<file path="src/assert_macros.svh">
// Assertion macros shared by the pulse rate detector RTL.
`ifndef ASSERT_MACROS_SVH
`define ASSERT_MACROS_SVH

// Checked on every rising aclk edge, ignored while aresetn is low.
`define PRD_ASSERT(lbl, prop, msg) \
    lbl: assert property (@(posedge aclk) disable iff (!aresetn) prop) else $error(msg);

// Checked on every rising aclk edge, reset included.
`define PRD_ASSERT_ALWAYS(lbl, prop, msg) \
    lbl: assert property (@(posedge aclk) prop) else $error(msg);

`endif

</file>
<file path="src/prd_pkg.sv">
// Package with the constants, codes and types of the pulse rate detector.
`default_nettype none

package prd_pkg;

    // Fixed block dimensions.
    localparam int AVG_LEN      = 8;
    localparam int AVG_SHIFT    = $clog2(AVG_LEN);
    localparam int WINDOW_LEN   = 9;
    localparam int WIN_AW       = $clog2(WINDOW_LEN + 1);
    localparam int COUNT_PERIOD = 150;
    localparam int DEBOUNCE_LEN = 5;
    localparam int BAR_STEPS    = 8;

    // Field widths.
    localparam int SAMPLE_W = 16;
    localparam int SUM_W    = SAMPLE_W + AVG_SHIFT;
    localparam int CNT_W    = AVG_SHIFT;
    localparam int PCT_W    = 7;
    localparam int SCALE_W  = 4;
    localparam int PEAK_W   = 7;
    localparam int PERIOD_W = 8;
    localparam int RATE_W   = 9;
    localparam int BAR_W    = 8;
    localparam int KSTEP_W  = 4;
    localparam int PROD_W   = SAMPLE_W + PCT_W;
    localparam int CFG_AW   = 8;
    localparam int CFG_DW   = 16;

    // Saturation limits and multipliers of the normalised level tests.
    localparam logic [PEAK_W-1:0]   PEAK_MAX  = 7'd127;
    localparam logic [RATE_W-1:0]   RATE_MAX  = 9'd300;
    localparam logic [PCT_W-1:0]    PCT_SCALE = 7'd100;
    localparam logic [PCT_W-1:0]    BAR_SCALE = 7'd9;
    localparam logic [SAMPLE_W-1:0] FULL_SCALE = 16'hffff;

    // Register reset values.
    localparam logic [15:0]        FLAT_RST  = 16'd590;
    localparam logic [PCT_W-1:0]   RISE_RST  = 7'd55;
    localparam logic [PCT_W-1:0]   FALL_RST  = 7'd45;
    localparam logic [SCALE_W-1:0] SCALE_RST = 4'd4;

    // Configuration register indexes.
    typedef enum logic [CFG_AW-1:0] {
        CFG_FLAT_THRESHOLD = 8'd0,
        CFG_RISE_PERCENT   = 8'd1,
        CFG_FALL_PERCENT   = 8'd2,
        CFG_RATE_SCALE     = 8'd3
    } cfg_index_t;

    // Sequencer states, one-hot.
    typedef enum logic [7:0] {
        ST_IDLE = 8'b0000_0001,
        ST_UPD  = 8'b0000_0010,
        ST_SCAN = 8'b0000_0100,
        ST_EVAL = 8'b0000_1000,
        ST_PEAK = 8'b0001_0000,
        ST_RATE = 8'b0010_0000,
        ST_BAR  = 8'b0100_0000,
        ST_DONE = 8'b1000_0000
    } state_t;

    // Operands of the shared cross-multiply compare unit: a*ma against b*mb.
    typedef struct packed {
        logic [SAMPLE_W-1:0] a;
        logic [PCT_W-1:0]    ma;
        logic [SAMPLE_W-1:0] b;
        logic [PCT_W-1:0]    mb;
    } cmp_op_t;

    typedef struct packed {
        logic gt;
        logic lt;
    } cmp_res_t;

endpackage

`default_nettype wire

</file>
<file path="src/prd_cmp.sv">
// Shared cross-multiply compare unit of the pulse rate detector.
`default_nettype none

module prd_cmp (
    input  wire prd_pkg::cmp_op_t op,
    output prd_pkg::cmp_res_t     res
);
    import prd_pkg::*;

    logic [PROD_W-1:0] lhs;
    logic [PROD_W-1:0] rhs;

    // Two narrow products and one magnitude compare.
    always_comb begin
        lhs    = PROD_W'(op.a) * PROD_W'(op.ma);
        rhs    = PROD_W'(op.b) * PROD_W'(op.mb);
        res.gt = lhs > rhs;
        res.lt = lhs < rhs;
    end

endmodule

`default_nettype wire

</file>
<file path="src/prd_debounce.sv">
// Button debouncer and display mode toggle of the pulse rate detector.
`default_nettype none

module prd_debounce (
    input  wire logic aclk,
    input  wire logic aresetn,
    input  wire logic tick,
    input  wire logic button,
    output logic      mode
);
    import prd_pkg::*;

    logic [DEBOUNCE_LEN-1:0] history_reg, history_next;
    logic                    toggled_reg, toggled_next;
    logic                    mode_reg, mode_next;

    // A stable low history toggles the mode once; a stable high history re-arms it.
    always_comb begin
        history_next = history_reg;
        toggled_next = toggled_reg;
        mode_next    = mode_reg;
        if (tick) begin
            history_next = {history_reg[DEBOUNCE_LEN-2:0], button};
            if (!toggled_reg && history_next == '0) begin
                mode_next    = ~mode_reg;
                toggled_next = 1'b1;
            end else if (toggled_reg && history_next == '1) begin
                toggled_next = 1'b0;
            end
        end
    end

    always_ff @(posedge aclk) begin
        if (!aresetn) begin
            history_reg <= '1;
            toggled_reg <= 1'b0;
            mode_reg    <= 1'b1;
        end else begin
            history_reg <= history_next;
            toggled_reg <= toggled_next;
            mode_reg    <= mode_next;
        end
    end

    assign mode = mode_reg;

endmodule

`default_nettype wire

</file>
<file path="src/pulse_rate_detector_top.sv">
// Top level of the pulse rate detector: sequencer, averaging window and outputs.
//
//   channel  direction  handshake             payload
//   s_       in         s_valid / s_ready     s_sample, s_button
//   m_       out        m_valid / m_ready     m_status, m_display_mode, m_bar_column,
//                                             m_heart_rate, m_peak_active
//   cfg_     in         cfg_valid / cfg_ready cfg_index, cfg_data
//
// An item that does not complete an average is accepted in the idle state and gives no result.
// An item that completes an average keeps s_ready low through one window update, a rescan
// of the whole window when an extreme leaves the window, and the flat check; a reading that
// is not flat adds the peak and rate steps and 1 to 8 compare steps for the bar column. The
// result then waits in the hand-off state until the output register is free. Reset is
// synchronous; the window valid bits clear at once, with no clearing pass. cfg_ready is high.
`default_nettype none

module pulse_rate_detector_top (
    input  wire logic                        aclk,
    input  wire logic                        aresetn,
    input  wire logic                        s_valid,
    output logic                             s_ready,
    input  wire logic [prd_pkg::SAMPLE_W-1:0] s_sample,
    input  wire logic                        s_button,
    output logic                             m_valid,
    input  wire logic                        m_ready,
    output logic                             m_status,
    output logic                             m_display_mode,
    output logic [prd_pkg::BAR_W-1:0]        m_bar_column,
    output logic [prd_pkg::RATE_W-1:0]       m_heart_rate,
    output logic                             m_peak_active,
    input  wire logic                        cfg_valid,
    output logic                             cfg_ready,
    input  wire logic [prd_pkg::CFG_AW-1:0]  cfg_index,
    input  wire logic [prd_pkg::CFG_DW-1:0]  cfg_data
);
    import prd_pkg::*;

    `include "assert_macros.svh"

    // Configuration registers.
    logic [15:0]        flat_reg;
    logic [PCT_W-1:0]   rise_reg;
    logic [PCT_W-1:0]   fall_reg;
    logic [SCALE_W-1:0] scale_reg;

    // Sequencer and datapath registers.
    state_t              state_reg, state_next;
    logic [SUM_W-1:0]    sum_reg, sum_next;
    logic [CNT_W-1:0]    count_reg, count_next;
    logic [SAMPLE_W-1:0] avg_reg, avg_next;
    logic [WIN_AW-1:0]   widx_reg, widx_next;
    logic [SAMPLE_W-1:0] max_reg, max_next;
    logic [SAMPLE_W-1:0] min_reg, min_next;
    logic                rescan_max_reg, rescan_max_next;
    logic                rescan_min_reg, rescan_min_next;
    logic [WIN_AW-1:0]   cnt_reg, cnt_next;
    logic [SAMPLE_W-1:0] range_reg, range_next;
    logic [SAMPLE_W-1:0] d_reg, d_next;
    logic                peak_reg, peak_next;
    logic [PEAK_W-1:0]   total_reg, total_next;
    logic [PERIOD_W-1:0] period_reg, period_next;
    logic [RATE_W-1:0]   rate_reg, rate_next;
    logic [KSTEP_W-1:0]  k_reg, k_next;
    logic                status_reg, status_next;
    logic [BAR_W-1:0]    bar_reg, bar_next;

    // Output register.
    logic                m_valid_reg, m_valid_next;
    logic                o_status_reg, o_mode_reg, o_peak_reg;
    logic [BAR_W-1:0]    o_bar_reg;
    logic [RATE_W-1:0]   o_rate_reg;
    logic                o_load;

    // Window memory with registered read port and flip-flop valid bits.
    logic [SAMPLE_W-1:0] win_mem [WINDOW_LEN];
    logic [WINDOW_LEN-1:0] wvalid_reg;
    logic [SAMPLE_W-1:0] rd_data_reg;
    logic                rd_valid_reg;
    logic [WIN_AW-1:0]   rd_addr;
    logic                mem_we;

    logic      accept;
    logic      mode;
    cmp_op_t   cmp_op;
    cmp_res_t  cmp_res;
    logic [SUM_W-1:0]           sum_ext;
    logic [SCALE_W+PEAK_W-1:0]  rate_prod;
    logic [PERIOD_W-1:0]        period_inc;

    assign accept    = s_valid && s_ready;
    assign s_ready   = (state_reg == ST_IDLE);
    assign cfg_ready = 1'b1;

    prd_debounce u_debounce (
        .aclk    (aclk),
        .aresetn (aresetn),
        .tick    (accept),
        .button  (s_button),
        .mode    (mode)
    );

    prd_cmp u_cmp (
        .op  (cmp_op),
        .res (cmp_res)
    );

    // Configuration writes; unknown indexes are dropped.
    always_ff @(posedge aclk) begin
        if (!aresetn) begin
            flat_reg  <= FLAT_RST;
            rise_reg  <= RISE_RST;
            fall_reg  <= FALL_RST;
            scale_reg <= SCALE_RST;
        end else if (cfg_valid && cfg_ready) begin
            unique case (cfg_index)
                CFG_FLAT_THRESHOLD: flat_reg  <= cfg_data;
                CFG_RISE_PERCENT:   rise_reg  <= cfg_data[PCT_W-1:0];
                CFG_FALL_PERCENT:   fall_reg  <= cfg_data[PCT_W-1:0];
                CFG_RATE_SCALE:     scale_reg <= cfg_data[SCALE_W-1:0];
                default: ;
            endcase
        end
    end

    // The read port serves the overwritten entry in IDLE and the rescan in SCAN.
    always_comb begin
        rd_addr = widx_reg;
        if (state_reg == ST_SCAN) begin
            rd_addr = (cnt_reg < WIN_AW'(WINDOW_LEN)) ? cnt_reg : '0;
        end
    end

    assign mem_we = (state_reg == ST_UPD);

    always_ff @(posedge aclk) begin
        if (mem_we) begin
            win_mem[widx_reg] <= avg_reg;
        end
        rd_data_reg  <= win_mem[rd_addr];
        rd_valid_reg <= wvalid_reg[rd_addr];
    end

    always_ff @(posedge aclk) begin
        if (!aresetn) begin
            wvalid_reg <= '0;
        end else if (mem_we) begin
            wvalid_reg[widx_reg] <= 1'b1;
        end
    end

    // Shared compare unit operands: peak test, then bar steps.
    always_comb begin
        cmp_op.a  = d_reg;
        cmp_op.b  = range_reg;
        cmp_op.ma = PCT_SCALE;
        cmp_op.mb = peak_reg ? fall_reg : rise_reg;
        if (state_reg == ST_BAR) begin
            cmp_op.ma = BAR_SCALE;
            cmp_op.mb = PCT_W'(k_reg);
        end
    end

    assign sum_ext    = sum_reg + SUM_W'(s_sample);
    assign rate_prod  = (SCALE_W+PEAK_W)'(scale_reg) * (SCALE_W+PEAK_W)'(total_reg);
    assign period_inc = period_reg + 1'b1;
    assign o_load     = (state_reg == ST_DONE) && (!m_valid_reg || m_ready);

    // Sequencer.
    always_comb begin
        state_next      = state_reg;
        sum_next        = sum_reg;
        count_next      = count_reg;
        avg_next        = avg_reg;
        widx_next       = widx_reg;
        max_next        = max_reg;
        min_next        = min_reg;
        rescan_max_next = rescan_max_reg;
        rescan_min_next = rescan_min_reg;
        cnt_next        = cnt_reg;
        range_next      = range_reg;
        d_next          = d_reg;
        peak_next       = peak_reg;
        total_next      = total_reg;
        period_next     = period_reg;
        rate_next       = rate_reg;
        k_next          = k_reg;
        status_next     = status_reg;
        bar_next        = bar_reg;

        unique case (state_reg)
            // Accumulate samples; the last one of a group forms the average.
            ST_IDLE: begin
                if (accept) begin
                    if (count_reg == CNT_W'(AVG_LEN - 1)) begin
                        avg_next   = sum_ext[SUM_W-1:AVG_SHIFT];
                        sum_next   = '0;
                        count_next = '0;
                        state_next = ST_UPD;
                    end else begin
                        sum_next   = sum_ext;
                        count_next = count_reg + 1'b1;
                    end
                end
            end
            // Overwrite the oldest entry and update the extremes.
            ST_UPD: begin
                rescan_max_next = 1'b0;
                rescan_min_next = 1'b0;
                widx_next = (widx_reg == WIN_AW'(WINDOW_LEN - 1)) ? '0 : widx_reg + 1'b1;
                if (avg_reg > max_reg) begin
                    max_next = avg_reg;
                end else if (rd_valid_reg && rd_data_reg == max_reg) begin
                    max_next        = '0;
                    rescan_max_next = 1'b1;
                end
                if (avg_reg < min_reg) begin
                    min_next = avg_reg;
                end else if (rd_valid_reg && rd_data_reg == min_reg) begin
                    min_next        = FULL_SCALE;
                    rescan_min_next = 1'b1;
                end
                cnt_next   = '0;
                state_next = (rescan_max_next || rescan_min_next) ? ST_SCAN : ST_EVAL;
            end
            // Rescan the valid entries; the read port is registered, so read data trails the address.
            ST_SCAN: begin
                if (cnt_reg != '0 && rd_valid_reg) begin
                    if (rescan_max_reg && rd_data_reg > max_reg) begin
                        max_next = rd_data_reg;
                    end
                    if (rescan_min_reg && rd_data_reg < min_reg) begin
                        min_next = rd_data_reg;
                    end
                end
                if (cnt_reg == WIN_AW'(WINDOW_LEN)) begin
                    state_next = ST_EVAL;
                end else begin
                    cnt_next = cnt_reg + 1'b1;
                end
            end
            // Flat check, spread and offset of the average.
            ST_EVAL: begin
                range_next = max_reg - min_reg;
                d_next     = (avg_reg >= min_reg) ? avg_reg - min_reg : '0;
                if (max_reg < min_reg || range_next < flat_reg) begin
                    status_next = 1'b1;
                    bar_next    = '0;
                    state_next  = ST_DONE;
                end else begin
                    status_next = 1'b0;
                    state_next  = ST_PEAK;
                end
            end
            // Peak hysteresis.
            ST_PEAK: begin
                if (!peak_reg && cmp_res.gt) begin
                    peak_next = 1'b1;
                    if (total_reg < PEAK_MAX) begin
                        total_next = total_reg + 1'b1;
                    end
                end else if (peak_reg && cmp_res.lt) begin
                    peak_next = 1'b0;
                end
                state_next = ST_RATE;
            end
            // Counting period and heart rate.
            ST_RATE: begin
                period_next = period_inc;
                if (period_inc >= PERIOD_W'(COUNT_PERIOD)) begin
                    rate_next   = (rate_prod > (SCALE_W+PEAK_W)'(RATE_MAX))
                                  ? RATE_MAX : rate_prod[RATE_W-1:0];
                    period_next = '0;
                    total_next  = '0;
                end
                k_next     = KSTEP_W'(1);
                state_next = ST_BAR;
            end
            // Bar level: first k with d*9 <= k*range.
            ST_BAR: begin
                if (!cmp_res.gt) begin
                    bar_next   = (BAR_W'(1) << (k_reg - 1'b1)) - 1'b1;
                    state_next = ST_DONE;
                end else if (k_reg == KSTEP_W'(BAR_STEPS)) begin
                    bar_next   = '1;
                    state_next = ST_DONE;
                end else begin
                    k_next = k_reg + 1'b1;
                end
            end
            // Hand the item to the output register.
            ST_DONE: begin
                if (o_load) begin
                    state_next = ST_IDLE;
                end
            end
            default: state_next = ST_IDLE;
        endcase
    end

    always_ff @(posedge aclk) begin
        if (!aresetn) begin
            state_reg  <= ST_IDLE;
            sum_reg    <= '0;
            count_reg  <= '0;
            widx_reg   <= '0;
            max_reg    <= '0;
            min_reg    <= FULL_SCALE;
            peak_reg   <= 1'b0;
            total_reg  <= '0;
            period_reg <= '0;
            rate_reg   <= '0;
        end else begin
            state_reg  <= state_next;
            sum_reg    <= sum_next;
            count_reg  <= count_next;
            widx_reg   <= widx_next;
            max_reg    <= max_next;
            min_reg    <= min_next;
            peak_reg   <= peak_next;
            total_reg  <= total_next;
            period_reg <= period_next;
            rate_reg   <= rate_next;
        end
    end

    always_ff @(posedge aclk) begin
        avg_reg        <= avg_next;
        rescan_max_reg <= rescan_max_next;
        rescan_min_reg <= rescan_min_next;
        cnt_reg        <= cnt_next;
        range_reg      <= range_next;
        d_reg          <= d_next;
        k_reg          <= k_next;
        status_reg     <= status_next;
        bar_reg        <= bar_next;
    end

    // Output register and its valid flag.
    always_comb begin
        m_valid_next = m_valid_reg;
        if (o_load) begin
            m_valid_next = 1'b1;
        end else if (m_ready) begin
            m_valid_next = 1'b0;
        end
    end

    always_ff @(posedge aclk) begin
        if (!aresetn) begin
            m_valid_reg <= 1'b0;
        end else begin
            m_valid_reg <= m_valid_next;
        end
    end

    always_ff @(posedge aclk) begin
        if (o_load) begin
            o_status_reg <= status_reg;
            o_mode_reg   <= mode;
            o_bar_reg    <= bar_reg;
            o_rate_reg   <= rate_reg;
            o_peak_reg   <= peak_reg;
        end
    end

    assign m_valid        = m_valid_reg;
    assign m_status       = o_status_reg;
    assign m_display_mode = o_mode_reg;
    assign m_bar_column   = o_bar_reg;
    assign m_heart_rate   = o_rate_reg;
    assign m_peak_active  = o_peak_reg;

    // A new result only ever comes out of the hand-off state.
    `PRD_ASSERT(a_result_from_done, $rose(m_valid) |-> $past(state_reg == ST_DONE),
                "result appeared outside the hand-off state")
    // After the update and rescan the window holds a valid entry, so max is not below min.
    `PRD_ASSERT(a_extremes_ordered, (state_reg == ST_EVAL) |-> (max_reg >= min_reg),
                "window maximum below minimum at evaluation")
    // The bar step stays within its eight levels.
    `PRD_ASSERT(a_bar_step_range,
                (state_reg == ST_BAR) |-> (k_reg != '0 && k_reg <= KSTEP_W'(BAR_STEPS)),
                "bar step out of range")
    // Never more than one result held at a time: loading needs an empty or draining register.
    `PRD_ASSERT(a_no_overwrite, (m_valid && !m_ready) |=> !$past(o_load),
                "output register overwritten while stalled")

endmodule

`default_nettype wire

</file>
<file path="config.mk">
export PLATFORM = sky130hd
export DESIGN_NAME = pulse_rate_detector_top
export DESIGN_NICKNAME = d
export VERILOG_FILES = /design/src/prd_pkg.sv /design/src/prd_cmp.sv /design/src/prd_debounce.sv /design/src/pulse_rate_detector_top.sv
export VERILOG_INCLUDE_DIRS = /design/src /design/src/src
export SDC_FILE = /design/constraint.sdc
export NUM_CORES = 1
export LEC_CHECK = 0
export ABC_AREA = 1
export ABC_CLOCK_PERIOD_IN_PS = 9100
export BUFFER_PORTS_ARGS = -buffer_cell sky130_fd_sc_hd__buf_2
export CAP_MARGIN = 20
export CORE_MARGIN = 3
export CORE_UTILIZATION = 65
export CTS_CLUSTER_SIZE = 30
export DETAILED_ROUTE_END_ITERATION = 10
export GPL_TIMING_DRIVEN = 0
export HOLD_SLACK_MARGIN = 0.08
export PLACE_DENSITY = 0.82
export SYNTH_ARGS = -nofsm -noshare
export SYNTH_HDL_FRONTEND = slang
export SYNTH_HIERARCHICAL = 1
export SYNTH_SLANG_ARGS = --single-unit
</file>
<file path="constraint.sdc">
create_clock -name aclk -period 9.1 [get_ports aclk]
set_input_delay 0.455 -clock aclk [delete_from_list [all_inputs] [get_ports aclk]]
set_output_delay 0.455 -clock aclk [all_outputs]
set_load 0.01 [all_outputs]
</file>
== After elaboration in Yosys (flattened, before gate mapping) ==
Memories as Yosys holds them, arrays and structs flattened. A register that Yosys moved wholly into a read port is not among the register bits.
Cells that the tools add are included.
Operators by class
  eq/ne operators: 35
  multiplexer cells: 61
  add/sub/neg operators: 11
  bitwise operators: 2
  reductions and logical operators: 45
  $lt $le $gt $ge: 16
  multiply operators: 3
  shift operators: 1
Operator list (number)
  16-bit 2-to-1 mux: 8
  8-bit 2-to-1 mux: 11
  16-bit < comparator: 4
  16-bit case mux with 2 select lines: 2
  8-bit case mux with 8 select lines: 1
  16-bit by 7-bit multiplier with 23-bit output: 2
  7-bit 2-to-1 mux: 6
  16-bit == test: 2
  16-bit > comparator: 2
  16-bit subtractor: 2
  4-bit 2-to-1 mux: 7
  8-bit by 2-bit == test with 1-bit output (second input constant): 3
  23-bit > comparator: 1
  23-bit < comparator: 1
  2-bit AND reduction: 10
  19-bit by 16-bit adder with 19-bit output: 1
  19-bit 2-to-1 mux: 1
  1-bit 2-to-1 mux: 17
  8-bit by 1-bit == test with 1-bit output (second input constant): 2
  16-bit >= comparator: 1
  2-bit inequality test (second input constant): 8
  4-bit case mux with 2 select lines: 2
  8-bit case mux with 2 select lines: 1
  7-bit case mux with 2 select lines: 1
  other kinds (42): 78
Word-level totals
  register bits after elaboration: 229
  bits of input ports: 46
  output and inout port bits: 23
  memories: 1
  word-level logic and storage cells: 209
  bits in writable memories: 144
Memories
  win_mem: depth 9, bits a word 16, rd ports 1, clocked after memory_dff 1, wr ports 1, line pulse_rate_detector_top.sv:75  | logic [SAMPLE_W-1:0] win_mem [WINDOW_LEN];

== Longest topological paths before layout ==
Gate-level depths: netlist (run 1).
  depth after elaboration: 8
  gate-level depth with buffers: 45
  mapped depth without buffers: 42

== Modules after synthesis ==
Netlist (run 1), hierarchy kept.
By module, submodules not included
  pulse_rate_detector_top: seq. area each 9979.6 µm², cells an instance 2436, instances 1, area an instance 20679.8 µm²
  prd_cmp: seq. area each 0.0 µm², cells an instance 1280, instances 1, area an instance 8466.9 µm²
  prd_debounce: seq. area each 120.1 µm², cells an instance 37, instances 1, area an instance 270.3 µm²

== Worst setup path after synthesis (run 1) ==
Ideal clock, no wire load.
  kind: flip-flop to flip-flop
  start: register state_reg[2]
  end: register bar_reg[0], enable pin
  clock period less this slack: 6.793 ns
  setup slack: 2.307 ns
  required time: 8.826 ns
  data arrival time: 6.518 ns
  cell stages (with the launch flop): 39
  cells stage by stage: dfxtp_1 -> nor2_1 -> nand2_1 -> inv_2 -> nand4_1 -> clkbuf_1 -> a31oi_1 -> clkbuf_1 -> clkbuf_1 -> nand2_1 -> inv_1 -> fa_1 -> fa_1 -> fa_1 -> inv_1 -> fa_1 -> inv_1 -> ha_1 -> [... 3 more ...] -> nand2_1 -> nand3_1 -> nand2_1 -> nand2_1 -> ha_1 -> nand2_1 -> nor2_1 -> nand4_1 -> nor2_1 -> nand2_1 -> nand2_1 -> nor2_1 -> nor2_1 -> o211ai_1 -> o21ai_0 -> inv_1 -> nand2_1 -> inv_1
RTL lines
  start: declaration: line pulse_rate_detector_top.sv:47  | state_t state_reg, state_next;
  start signal: assignment: line pulse_rate_detector_top.sv:313  | state_reg <= state_next;
  end signal: assignment: line pulse_rate_detector_top.sv:335  | bar_reg <= bar_next;
  end: declaration: line pulse_rate_detector_top.sv:65  | logic [BAR_W-1:0] bar_reg, bar_next;

==> flow_metrics.tcl, run 1 <==
set metrics [dict create \
    status "finished clean" \
    grt_use_total_pct 30.1 \
    drc_errors 0 \
    clock_sinks 389 \
    critPathMaxFanout 12 \
    maxCapViolCount 0 \
    antenna_found_initial 0 \
    clk_path_buf_depth 3 \
    grt_first_pass_wirelength_um 117000 \
    row_count 77 \
    initial_utilization_pct 66.2 \
    netSwitchingPower_mw 3.25 \
    tritoncts "done" \
    combPwrFrac_pct 50.5 \
    p_int_mw 4.38 \
    ys_seq_elements 389 \
    die-height_um 219 \
    hold_path.class "input port to register" \
    drtPass1Iterations 6 \
    largest_register_ffs 144 \
    critPathMaxStageDelay_ns 0.55 \
    hold_buffers 0 \
    drive_above_1_share_pct 7.43 \
    crit_required_ns 9.31 \
    fillCellCount 3556 \
    highest_layer "met4" \
    critPathLaunchType "register" \
    leakagePower_nw 16.8 \
    synth_async_sr_flop_share_pct 0 \
    grt_setup_unrepaired "no" \
    place_ws_ns -0.0835 \
    setup_ws_ns 0.525 \
    ir_worst_vdd_v 0.000273 \
    p_sw_share_pct 42.6 \
    yosysSeqAreaShare_pct 34.3 \
    setup_viol 0 \
    synth_top_area_cell "edfxtp_1" \
    power_frac_clock_pct 21.6 \
    syn_inst 3753 \
    dieArea_sq_mm 0.0478 \
    met1_length_um 29800 \
    tightest_slew_ns 0.971 \
    fin_nets 4322 \
    yosysUniqueCellTypes 57 \
    via_per_inst 5.54 \
    wl_met3_um 4770 \
    dp_cells 4428 \
    slew-limit-headroom_pct 35.2 \
    max_freq_ghz 0.117 \
    ioPinCount 69 \
    synth_edf_count 231 \
    syn-cell-area_sq_mm 0.0294 \
    syn2layout_area_growth_pct 8.84 \
    ys_warn_count 6 \
    synth_top_area_share_pct 23.6 \
    postRouteAntennaNets 0 \
    dp_hpwl_um 55300 \
    htree_levels 2 \
    finalPower_mw 7.63 \
    drv_slew 0 \
    overflow 0 \
    hold_viol 0 \
    pwr-share-seq_pct 27.9 \
    numCtsBuffers 38 \
    drt_iter0_drc 2236 \
    synth.avg_cell_area_sq_um 7.84 \
    final_util_pct 72.1 \
    path_class "register to register" \
    synth.top_cells.by_area "edfxtp_1 (24%), nand2_1 (14%), dfxtp_1 (11%), ha_1 (11%), fa_1 (10%)" \
    wl_per_cell_um 16.0 \
    vias 24900 \
    grt_pass1_vias 24000 \
    min_period_over_period_pct 94.2 \
    met2_wirelength_um 34700 \
    die_w_um 219 \
    routabilityCongestion 0.963 \
    coreArea_sq_mm 0.0444 \
    cp.arrival_ns 8.78 \
    clockRootBuffer "clkbuf_16" \
    grt_max_degree 19 \
    diodes 0 \
    drt_wl_total_um 72000 \
    cts.clk_slew.worst_paths_ns 0.07 \
    finClkSkew_ns 0.0259 \
    clk_latency_ns 0.55 \
    cp_slowest_cell "fa_1" \
    port_buffers 67 \
    powerDensity_mw_per_mm2 238 \
    fin_cells 4497 \
    min_period_ns 8.57 \
    endpoint_kind "register" \
    synth_flop_cell "edfxtp_1" \
    crit_top_cell "nand2_1" \
]
## per-layer routing
layer  vias to the layer above  GRT usage (%)
li1                      12100              -
met1                     11700           39.0
met2                       928           52.0
met3                       192           3.56
met4                         0           11.5
met5                         -              0
## cells by family (layout without fill, tap and decap cells)
group,after synthesis,in the layout,share of synthesized area [%]
AO/OA/AOI/OAI,390,390,7.86
XOR/XNOR,65,65,1.96
adder cells (fa/ha/maj),400,400,20.9
buffers and inverters,801,952,10.5
flip-flops,389,389,34.3
multiplexers,1,1,0.0340
other,2,3,0.0255
AND/OR/NAND/NOR,1705,1705,24.4
## layout make-up
cell class	count	area [sq um]	area share [%]
tap	592	741	2.31
inverter	700	2630	8.21
sequential	389	10100	31.5
clock buffer	44	973	3.04
buffer	101	478	1.49
clock inverter	25	320	1.00
timing repair buffer	82	493	1.54
multi-input combinational	2564	16300	50.9
## final timing paths
check	from	to	slack, ns	cells past startpoint
min	aresetn	u_debounce/history_reg[3]	0.17	2
max	state_reg[2]	bar_reg[3]	0.53	39
min reg2reg	bar_reg[0]	m_bar_column[0]	0.42	0
max reg2reg	state_reg[2]	bar_reg[3]	0.53	39
## metrics by stage
| step | area, sq um | setup TNS (ns) | hold WS [ns] |
|---|---|---|---|
| after floorplan | 29400 | 0 | 0.400 |
| after global placement | 30500 | -0.735 | 0.401 |
| after detailed placement | 30700 | -0.666 | 0.405 |
| after CTS | 32000 | 0 | 0.159 |
| after global routing | 32000 | 0 | 0.180 |
| final | 32000 | 0 | 0.172 |
## power groups by stage
stage	Clock [mW]	Sequential (mW)	Combinational (mW)
2_1_floorplan	0	2.11	2.91
3_3_place_gp	0	2.16	3.68
3_5_place_dp	0	2.16	3.79
4_1_cts	1.66	2.12	3.82
5_1_grt	1.73	2.13	4.41
6_report	1.65	2.13	3.85
## synthesized netlist by cell type (all sizes together) (2+ instances only)
master / instances
inv: 697
o211ai: 62
nand3b: 20
and2: 7
clkinv: 3
or2: 12
nand3: 207
a31oi: 10
xor2: 39
nor3: 29
conb: 2
clkbuf: 66
nor4: 8
o21ai: 87
fa: 151
ha: 249
dfxtp: 158
a21o: 10
o21a: 7
xnor2: 26
nand2: 1106
o21bai: 19
nand4: 54
edfxtp: 231
a21oi: 181
buf: 35
a21boi: 9
nor2: 260
## critical path, delay by kind of cell, from the launching register on
| family | cells | cell delay [ns] |
|---|---|---|
| adders and majority gates | 6 | 2.64 |
| and+or+nand+nor | 17 | 2.08 |
| buffers and inverters | 10 | 1.89 |
| DFF | 1 | 0.34 |
| AOI/OAI and AO/OA | 6 | 1.29 |
## cells in the final DEF (no fill, tap or decap), drive strengths merged, types with 3 or more instances in the layout
cell type,Yosys,layout
o211ai,62,62
conb,2,3
clkbuf,66,110
nor3,29,29
nand3b,20,20
nor2,260,260
xor2,39,39
bufinv,0,7
a21o,10,10
nor4,8,8
or2,12,12
o21bai,19,19
xnor2,26,26
dfxtp,158,158
o21ai,87,87
nand2,1106,1106
nand3,207,207
and2,7,7
inv,697,699
a21boi,9,9
edfxtp,231,231
fa,151,151
ha,249,249
nand4,54,54
a31oi,10,10
a21oi,181,181
buf,35,117
clkinv,3,19
o21a,7,7
## repair_timing
item / 4_1_cts / 5_1_grt
endpoints found under the setup margin: 8 / 25
gates resized for setup: 1 / 14
setup buffers: 0 / 0
(Power assumes the default switching activity.)
==> run 2: changes to the inputs <==
Settings changed: ABC_AREA 1 to default, CORE_UTILIZATION 65 to 64, PLACE_DENSITY 0.82 to 0.81.
==> run 2 against run 1 <==
  * Critical path depth fell by 5
  * Routed wire length is 5.7% lower
  * First-iteration DRC count down 17%
  * Register-to-register slack got worse by 0.18 ns
  * Non-clock buffer count decreased by 21
  * Sequential cell count unchanged
  * Fmax down 2.1%
  * Global-route usage down 0.40 points
  * Clock skew decreased by 0.014 ns
  * Sequential share of layout area is 2.1 points higher
  * Critical path type unchanged
  * Largest cell class unchanged
  * Largest power group is now sequential cells
==> flow_metrics.tcl, run 2 <==
set metrics [dict create \
    endpoint_kind "register" \
    drv_slew 0 \
    dieArea_sq_mm 0.0455 \
    port_buffers 67 \
    dp_hpwl_um 50900 \
    synth_commonest_cells "nand2_1 (323), ha_1 (249), inv_1 (246), edfxtp_1 (231), nor2_1 (215)" \
    wl_per_cell_um 19.4 \
    diodes 0 \
    clk_path_buf_depth 3 \
    hold_viol 0 \
    initial_utilization_pct 65.2 \
    vias 21200 \
    synth.avg_cell_area_sq_um 9.82 \
    drtPass1Iterations 5 \
    ir_worst_vdd_v 0.000173 \
    min_period_over_period_pct 96.3 \
    drive_above_1_share_pct 7.18 \
    drt_iter0_drc 1862 \
    layout_common_cells "nand2_1 (323), ha_1 (248), inv_1 (244), edfxtp_1 (231), nor2_1 (213)" \
    yosysUniqueCellTypes 94 \
    critPathMaxFanout 23 \
    critPathMaxStageDelay_ns 0.58 \
    synth_top_area_share_pct 25.2 \
    leakagePower_nw 13.0 \
    tightest_slew_ns 1.03 \
    cp.arrival_ns 9.18 \
    overflow 0 \
    min_period_ns 8.76 \
    cts.clk_slew.worst_paths_ns 0.07 \
    fin_nets 3381 \
    grt_use_total_pct 29.7 \
    finClkSkew_ns 0.0119 \
    routabilityCongestion 0.942 \
    syn_inst 2803 \
    synth_top_area_cell "edfxtp_1" \
    fillCellCount 3108 \
    cp_slowest_cell "or4_1" \
    maxCapViolCount 0 \
    syn-cell-area_sq_mm 0.0275 \
    clk_latency_ns 0.54 \
    drt_wl_total_um 67900 \
    largest_register_ffs 144 \
    crit_required_ns 9.52 \
    layout_commonest_cell "nand2_1" \
    grt_max_degree 24 \
    critPathLaunchType "register" \
    via_per_inst 6.06 \
    ioPinCount 69 \
    hold_ws_ns 0.176 \
    finalPower_mw 4.46 \
    synth_async_sr_flop_share_pct 0 \
    yosysSeqAreaShare_pct 36.7 \
    row_count 75 \
    synth_edf_count 231 \
    htree_levels 2 \
    numCtsBuffers 40 \
    die_w_um 213 \
    synth.top_cells.by_area "edfxtp_1 (25%), dfxtp_1 (11%), ha_1 (11%), fa_1 (11%), nand2_1 (4.4%)" \
    crit_top_cell "fa_1" \
    grt_setup_unrepaired "no" \
    hold_buffers 0 \
    hold_path.class "input port to register" \
    synth_flop_cell "edfxtp_1" \
    grt_first_pass_wirelength_um 108000 \
    clock_sinks 389 \
    coreArea_sq_mm 0.0422 \
    synth.most_common_cell "nand2_1" \
    powerDensity_mw_per_mm2 148 \
    ys_warn_count 6 \
    die-height_um 213 \
    drc_errors 0 \
    status "finished clean" \
    clockRootBuffer "clkbuf_16" \
    slew-limit-headroom_pct 30.7 \
    antenna_found_initial 1 \
    setup_viol 0 \
    ys_seq_elements 389 \
    postRouteAntennaNets 0 \
    grt_pass1_vias 21200 \
    path_class "register to register" \
    tritoncts "done" \
    syn2layout_area_growth_pct 9.12 \
    max_freq_ghz 0.114 \
]
==> run 2: cell count changes after synthesis, sizes merged, moves of 45 or more <==
cell   before  now
and2        7  181
a21o       10   66
mux2i       1   76
inv       697  246
nand2    1106  325
nor2      260  215
nand3     207   68
==> run 2: logic make-up (layout without fill, tap and decap cells) <==
kind of cell	after synthesis	count (layout)	share of synthesized area (%)
buffers and inverters	332	481	4.70
XOR/XNOR	100	100	3.18
other	2	15	0.0273
AO/OA/AOI/OAI	506	506	12.1
AND/OR/NAND/NOR	995	995	18.0
flip-flops	389	389	36.7
multiplexers	79	79	2.93
adder cells (fa/ha/maj)	400	400	22.3
==> run 2: layer usage <==
layer	global-route usage [%]	part of all wire (%)	vias up
li1	-	-	9989
met1	39.5	42	10300
met2	50.3	48	772
met3	3.64	6.5	166
met4	11.6	3.9	0
met5	0	0	-
==> run 2: report_power, final <==
group          leakage (nW)  switching (mW)  total (mW)  internal (mW)
sequential             3.31          0.0500        1.97           1.92
clock                 0.592           0.661        1.53          0.873
combinational          9.12           0.573       0.955          0.382
total                  13.0            1.28        4.46           3.17
==> run 2: critical path: cells and delay by family, from the launching register on <==
family / cells / cell delay (ns)
AOI/OAI and AO/OA: 6 / 1.37
muxes: 1 / 0.35
and+or+nand+nor: 13 / 2.54
DFF: 1 / 0.35
adders and majority gates: 6 / 2.70
buffers and inverters: 7 / 1.12
xor gates and xnor gates: 1 / 0.19
==> run 2: worst paths after layout <==
| path | start | to | slack, ns | cells after the start |
|---|---|---|---|---|
| max | state_reg[1] | total_reg[3] | 0.34 | 34 |
| min | cfg_data[11] | flat_reg[11] | 0.18 | 3 |
| max reg2reg | state_reg[1] | total_reg[3] | 0.34 | 34 |
| min reg2reg | bar_reg[2] | m_bar_column[2] | 0.42 | 0 |
==> run 2: through the flow <==
stage | cells | util, % | instance area (sq um) | setup slack, ns | setup TNS (ns)
2_1_floorplan | 2816 | - | 27600 | 1.00 | 0
3_3_place_gp | 3422 | 67.7 | 28600 | -1.76 | -47.37
3_5_place_dp | 3428 | 67.9 | 28700 | -1.88 | -50.06
4_1_cts | 3506 | 70.9 | 30000 | 0.0285 | 0
5_1_grt | 3504 | 71.1 | 30000 | 0.000298 | 0
6_report | 3504 | 71.1 | 30000 | 0.341 | 0
==> run 2: cell type report <==
| type | count | area, sq um | share of cell area [%] |
|---|---|---|---|
| Sequential cell | 389 | 10100 | 33.6 |
| Clock inverter | 19 | 123 | 0.408 |
| Inverter | 247 | 932 | 3.10 |
| Multi-Input combinational cell | 2095 | 16300 | 54.2 |
| Buffer | 83 | 383 | 1.28 |
| Tap cell | 539 | 674 | 2.25 |
| Clock buffer | 53 | 1090 | 3.63 |
| Timing Repair Buffer | 79 | 452 | 1.50 |
==> run 2: what timing repair did <==
| item | in CTS | in global routing |
|---|---|---|
| resized for setup | 19 | 28 |
| buffers inserted | 6 | 0 |
| setup endpoints to repair | 35 | 35 |
| pin swaps | 2 | 2 |
